**src/hdl/otf_pkg.sv**
```systemverilog
// Shared types, widths and rounding helpers for the tangent frame orthonormalizer.
// No dependencies; every other file refers to this package by scoped names.
package otf_pkg;

  localparam int COMPONENT_WIDTH = 16;
  localparam int OUT_W     = 16;
  localparam int FRAC_BITS = 30;
  localparam int OUT_SHIFT = 16;
  localparam int OUT_ONE   = 16384;
  localparam int WIDE_W    = 34;   // signed working vectors before normalization
  localparam int Q_W       = 32;   // signed Q30 unit components
  localparam int NORM_W    = 30;   // magnitudes after alignment
  localparam int ROOT_W    = 31;   // square root of a sum of three squares
  localparam int QUO_W     = 31;   // quotient bits of the final division
  localparam int PROD_W    = 66;   // products and sums of products
  localparam int D_W       = 34;   // rounded dot and cross terms

  typedef logic [2:0][WIDE_W-1:0] wvec_t;

  typedef struct packed {
    wvec_t n;
    wvec_t u;
    wvec_t v;
  } witem_t;

  typedef struct packed {
    logic signed [COMPONENT_WIDTH-1:0] normal_x;
    logic signed [COMPONENT_WIDTH-1:0] normal_y;
    logic signed [COMPONENT_WIDTH-1:0] normal_z;
    logic signed [COMPONENT_WIDTH-1:0] tan_u_x;
    logic signed [COMPONENT_WIDTH-1:0] tan_u_y;
    logic signed [COMPONENT_WIDTH-1:0] tan_u_z;
    logic signed [COMPONENT_WIDTH-1:0] tan_v_x;
    logic signed [COMPONENT_WIDTH-1:0] tan_v_y;
    logic signed [COMPONENT_WIDTH-1:0] tan_v_z;
  } frame_t;

  typedef struct packed {
    logic signed [OUT_W-1:0] unit_normal_x;
    logic signed [OUT_W-1:0] unit_normal_y;
    logic signed [OUT_W-1:0] unit_normal_z;
    logic signed [OUT_W-1:0] unit_tan_u_x;
    logic signed [OUT_W-1:0] unit_tan_u_y;
    logic signed [OUT_W-1:0] unit_tan_u_z;
    logic signed [OUT_W-1:0] unit_tan_v_x;
    logic signed [OUT_W-1:0] unit_tan_v_y;
    logic signed [OUT_W-1:0] unit_tan_v_z;
  } basis_t;

  // Shift right by the Q30 fraction, rounding half away from zero.
  function automatic logic [PROD_W-1:0] rnd30(input logic [PROD_W-1:0] v);
    logic [PROD_W-1:0] mag;
    mag = v[PROD_W-1] ? -v : v;
    mag = (mag + (PROD_W'(1) << (FRAC_BITS - 1))) >> FRAC_BITS;
    return v[PROD_W-1] ? -mag : mag;
  endfunction

  // Q30 to Q1.14 with rounding and saturation.
  function automatic logic [OUT_W-1:0] to_out(input logic [Q_W-1:0] v);
    logic [Q_W-1:0] mag;
    logic [Q_W-1:0] r;
    mag = v[Q_W-1] ? -v : v;
    r = (mag + (Q_W'(1) << (OUT_SHIFT - 1))) >> OUT_SHIFT;
    if (r > Q_W'(OUT_ONE)) r = Q_W'(OUT_ONE);
    return v[Q_W-1] ? OUT_W'(-r) : OUT_W'(r);
  endfunction

endpackage

```
**src/hdl/otf_front.sv**
```systemverilog
// Front end: registers an incoming frame and widens its components.
// Depends on otf_pkg; feeds otf_queue.
module otf_front (
  input  logic            clk,
  input  logic            rst,
  input  logic            frame_valid,
  output logic            frame_stall,
  input  otf_pkg::frame_t frame,
  input  logic            q_full,
  output logic            push,
  output otf_pkg::witem_t item
);
  logic held;

  assign frame_stall = held && q_full;
  assign push        = held && !q_full;

  always_ff @(posedge clk) begin
    if (rst) begin
      held <= 1'b0;
    end else if (!frame_stall) begin
      held <= frame_valid;
    end
  end

  always_ff @(posedge clk) begin
    if (!frame_stall) begin
      item.n[0] <= otf_pkg::WIDE_W'(frame.normal_x);
      item.n[1] <= otf_pkg::WIDE_W'(frame.normal_y);
      item.n[2] <= otf_pkg::WIDE_W'(frame.normal_z);
      item.u[0] <= otf_pkg::WIDE_W'(frame.tan_u_x);
      item.u[1] <= otf_pkg::WIDE_W'(frame.tan_u_y);
      item.u[2] <= otf_pkg::WIDE_W'(frame.tan_u_z);
      item.v[0] <= otf_pkg::WIDE_W'(frame.tan_v_x);
      item.v[1] <= otf_pkg::WIDE_W'(frame.tan_v_y);
      item.v[2] <= otf_pkg::WIDE_W'(frame.tan_v_z);
    end
  end
endmodule

```
**config.mk**
```make
export PLATFORM = sky130hd
export DESIGN_NAME = otf_front
export DESIGN_NICKNAME = d
export VERILOG_FILES = /design/src/hdl/otf_pkg.sv /design/src/hdl/otf_front.sv
export SDC_FILE = /design/constraint.sdc
export NUM_CORES = 1
export LEC_CHECK = 0
export ABC_CLOCK_PERIOD_IN_PS = 4700
export BUFFER_PORTS_ARGS = -buffer_cell sky130_fd_sc_hd__buf_2
export CORE_AREA = 2 2 178 180
export CTS_CLUSTER_DIAMETER = 80
export CTS_CLUSTER_SIZE = 28
export DETAILED_ROUTE_END_ITERATION = 10
export DIE_AREA = 0 0 180 182
export PLACE_DENSITY = 0.47
export SETUP_SLACK_MARGIN = 0.3
export SLEW_MARGIN = 25
export SYNTH_ARGS = -nofsm -noshare
export SYNTH_HDL_FRONTEND = slang
export SYNTH_SLANG_ARGS = --single-unit
```
**constraint.sdc**
```tcl
create_clock -name clk -period 4.7 [get_ports clk]
set_clock_uncertainty 0.1 [all_clocks]
set_input_delay 0.94 -clock clk [delete_from_list [all_inputs] [get_ports clk]]
set_output_delay 0.94 -clock clk [all_outputs]
set_load 0.01 [all_outputs]
```
==> flow_metrics.py <==
metrics = {
    "outcome": {
        "status": "completed",
    },
    "power_and_ir_drop": {
        "p_sw_uw": 779,
        "vdd.ir_drop.worst_uv": 194,
        "leakage_uw": 0.00359,
        "clockPowerShare_pct": 41.5,
        "p_comb_share_pct": 11.0,
        "p_int_uw": 2510,
        "p_per_area_nw_per_um2": 423,
        "switching_share_pct": 23.7,
        "seq_power_share_pct": 47.5,
        "finalPower_uw": 3290,
    },
    "sta": {
        "timing.hold.ws_ns": 0.523,
        "worst_pin_slew_ns": 0.568,
        "finalHoldViolCount": 0,
        "rsz0062_at_grt": "false",
        "slew_headroom_pct": 62.1,
        "finalCritPeriodShare_pct": 58.8,
        "fmax_mhz": 362,
        "fin_ws_ns": 1.93,
        "min_period_ns": 2.77,
        "tns_ns": 0,
        "slew_violations": 0,
        "setup_viol": 0,
    },
    "logic_synthesis": {
        "ys_seq_elements": 145,
        "ys_seq_area_share_pct": 77.8,
        "synth_cell_types": 8,
        "avgSynthCellArea_um2": 17.9,
        "synth_top_area_share_pct": 77.5,
        "synthTopCellsByArea": "edfxtp_1 77%, buf_4 22%, dfxtp_1 0.36%",
        "syn_area_um2": 5580,
        "synth_largest_area_cell": "edfxtp_1",
        "synth_nets": 460,
        "yosys_warnings": 0,
        "syn-instance-count": 312,
    },
    "clock_tree": {
        "root_buffer": "clkbuf_16",
        "cts-hold-fix-buffers": 0,
        "cts_max_path_buffers": 2,
        "tritoncts": "yes",
        "clock_latency_ns": 0.42,
        "h-tree-depth": 4,
        "numCtsBuffers": 17,
        "cts_resized": 0,
        "postCtsSetupBuffers": 0,
        "path_clk_slew_ns": 0.06,
        "cts.sinks": 145,
    },
    "global_route": {
        "grtUsageTotal_pct": 8.63,
        "gr-total-overflow": 0,
        "grt_pass1_wl_um": 20500,
        "grt_max_degree": 78,
        "antenna_found_initial": 5,
        "grt_pass1_vias": 3175,
    },
    "setup_path": {
        "startpoint_type": "input port",
        "path_max_fanout": 69,
        "path_cells": "buf_2 -> nand2_8 -> inv_2 -> buf_2",
        "r2r-start": "held$_SDFFE_PP0N_",
        "crit_family": "simple AND/OR/NAND/NOR gates",
        "cp.arrival_ns": 1.73,
        "startpoint": "q_full",
        "critical_path.max_stage_delay_ns": 0.38,
        "worst_path_max_delay_cell": "nand2_8",
        "path_common_cell": "buf_2",
        "cp-end-kind": "primary output",
        "worstSetupPathType": "input port to primary output",
        "required_ns": 3.66,
        "cp_num_buf_inv": 3,
    },
    "cells_and_area": {
        "nets": 773,
        "layout_commonest_cell": "buf_2",
        "layout_common_cells": "455 x buf_2, 144 x edfxtp_1, 17 x clkbuf_16",
        "nFillCells": 3335,
        "drive_gt1_share_pct": 76.0,
        "synthToLayoutAreaGrowth_pct": 39.1,
    },
    "detailed_routing": {
        "ant_nets": 0,
        "drtPass1Iterations": 4,
        "routedWlPerCell_um": 14.0,
        "routed_wl_um": 14600,
        "via_per_inst": 3.20,
        "dr_total_vias": 3336,
        "drtIter0Drc": 80,
        "drcViolationCount": 0,
    },
    "die": {
        "core_um2": 31000,
        "io_pins": 456,
        "die_w_um": 180,
        "initial_core_util_pct": 18.0,
        "rows": 65,
        "die_height_um": 182,
        "die_area_um2": 32800,
    },
    "run": {
        "maxCapViolations": 0,
    },
    "placement": {
        "post-place-ws_ns": 1.91,
        "io_buffers": 455,
        "place.gp.congestion": 0.689,
    },
    "worst_hold_path": {
        "min_path_type": "flip-flop to flip-flop",
        "hp-start": "held$_SDFFE_PP0N_",
    },
}
-- registers in the layout, summed over array words and instances, names as in the netlist --
signal  count
item      144
held        1
-- cell type report --
class	instances	area, µm²	area share [%]
sequential	145	4340	55.9
antenna	3	7.51	0.0967
clock buffer	19	433	5.57
inverter	1	3.75	0.0483
timing repair buffer	456	2300	29.6
multi-input combinational	4	35.0	0.451
clock inverter	12	143	1.84
tap	402	503	6.48
-- cells in the mapped netlist (all sizes together) --
cell type,number
buf,162
edfxtp,144
a21oi,1
dfxtp,1
inv,1
nand2,1
nor2,1
nor2b,1
-- cells by family after synthesis --
family	Yosys count	synth area share [%]
buffers and inverters	163	21.9
DFF	145	77.8
and+or+nand+nor	3	0.246
AOI/OAI and AO/OA	1	0.0896
-- routing by layer --
layer / wire, µm / vias to the layer above / global-route usage [%] / share of wire [%]
li1: - / 1562 / - / -
met1: 5460 / 1533 / 9.32 / 37
met2: 7360 / 225 / 14.3 / 50
met3: 1560 / 12 / 3.97 / 11
met4: 222 / 4 / 4.23 / 1.5
met5: 24 / - / 0 / 0.16
-- power groups by stage --
stage / registers (µW) / logic (µW) / clock network [µW]
3_5_place_dp: 1590 / 370 / 0
5_1_grt: 1580 / 389 / 1470
4_1_cts: 1570 / 370 / 1420
2_1_floorplan: 1640 / 198 / 0
3_3_place_gp: 1590 / 370 / 0
6_report: 1560 / 361 / 1360
-- final timing paths --
check	to	slack [ns]	depth (start not counted)
setup / recovery	frame_stall	1.93	4
hold / removal	held$_SDFFE_PP0N_	0.52	2
setup reg to reg	item[150]$_DFFE_PN_	3.00	2
hold reg to reg	held$_SDFFE_PP0N_	0.52	2
-- per-stage QoR --
step | instances | area, µm² | util, %
after floorplan | 312 | 5590 | -
after global placement | 1008 | 7180 | 23.2
after detailed placement | 1008 | 7180 | 23.2
after CTS | 1039 | 7760 | 25.0
after global routing | 1039 | 7760 | 25.0
final | 1042 | 7770 | 25.1
-- worst reg2reg max path: cells and delay by family (launching register included) --
kind	cells	cell delay (ns)
buffers and inverters	1	0.45
flip-flops	1	0.37
AND/OR/NAND/NOR	1	0.41
Note: power is estimated with default switching activity, not from simulation.
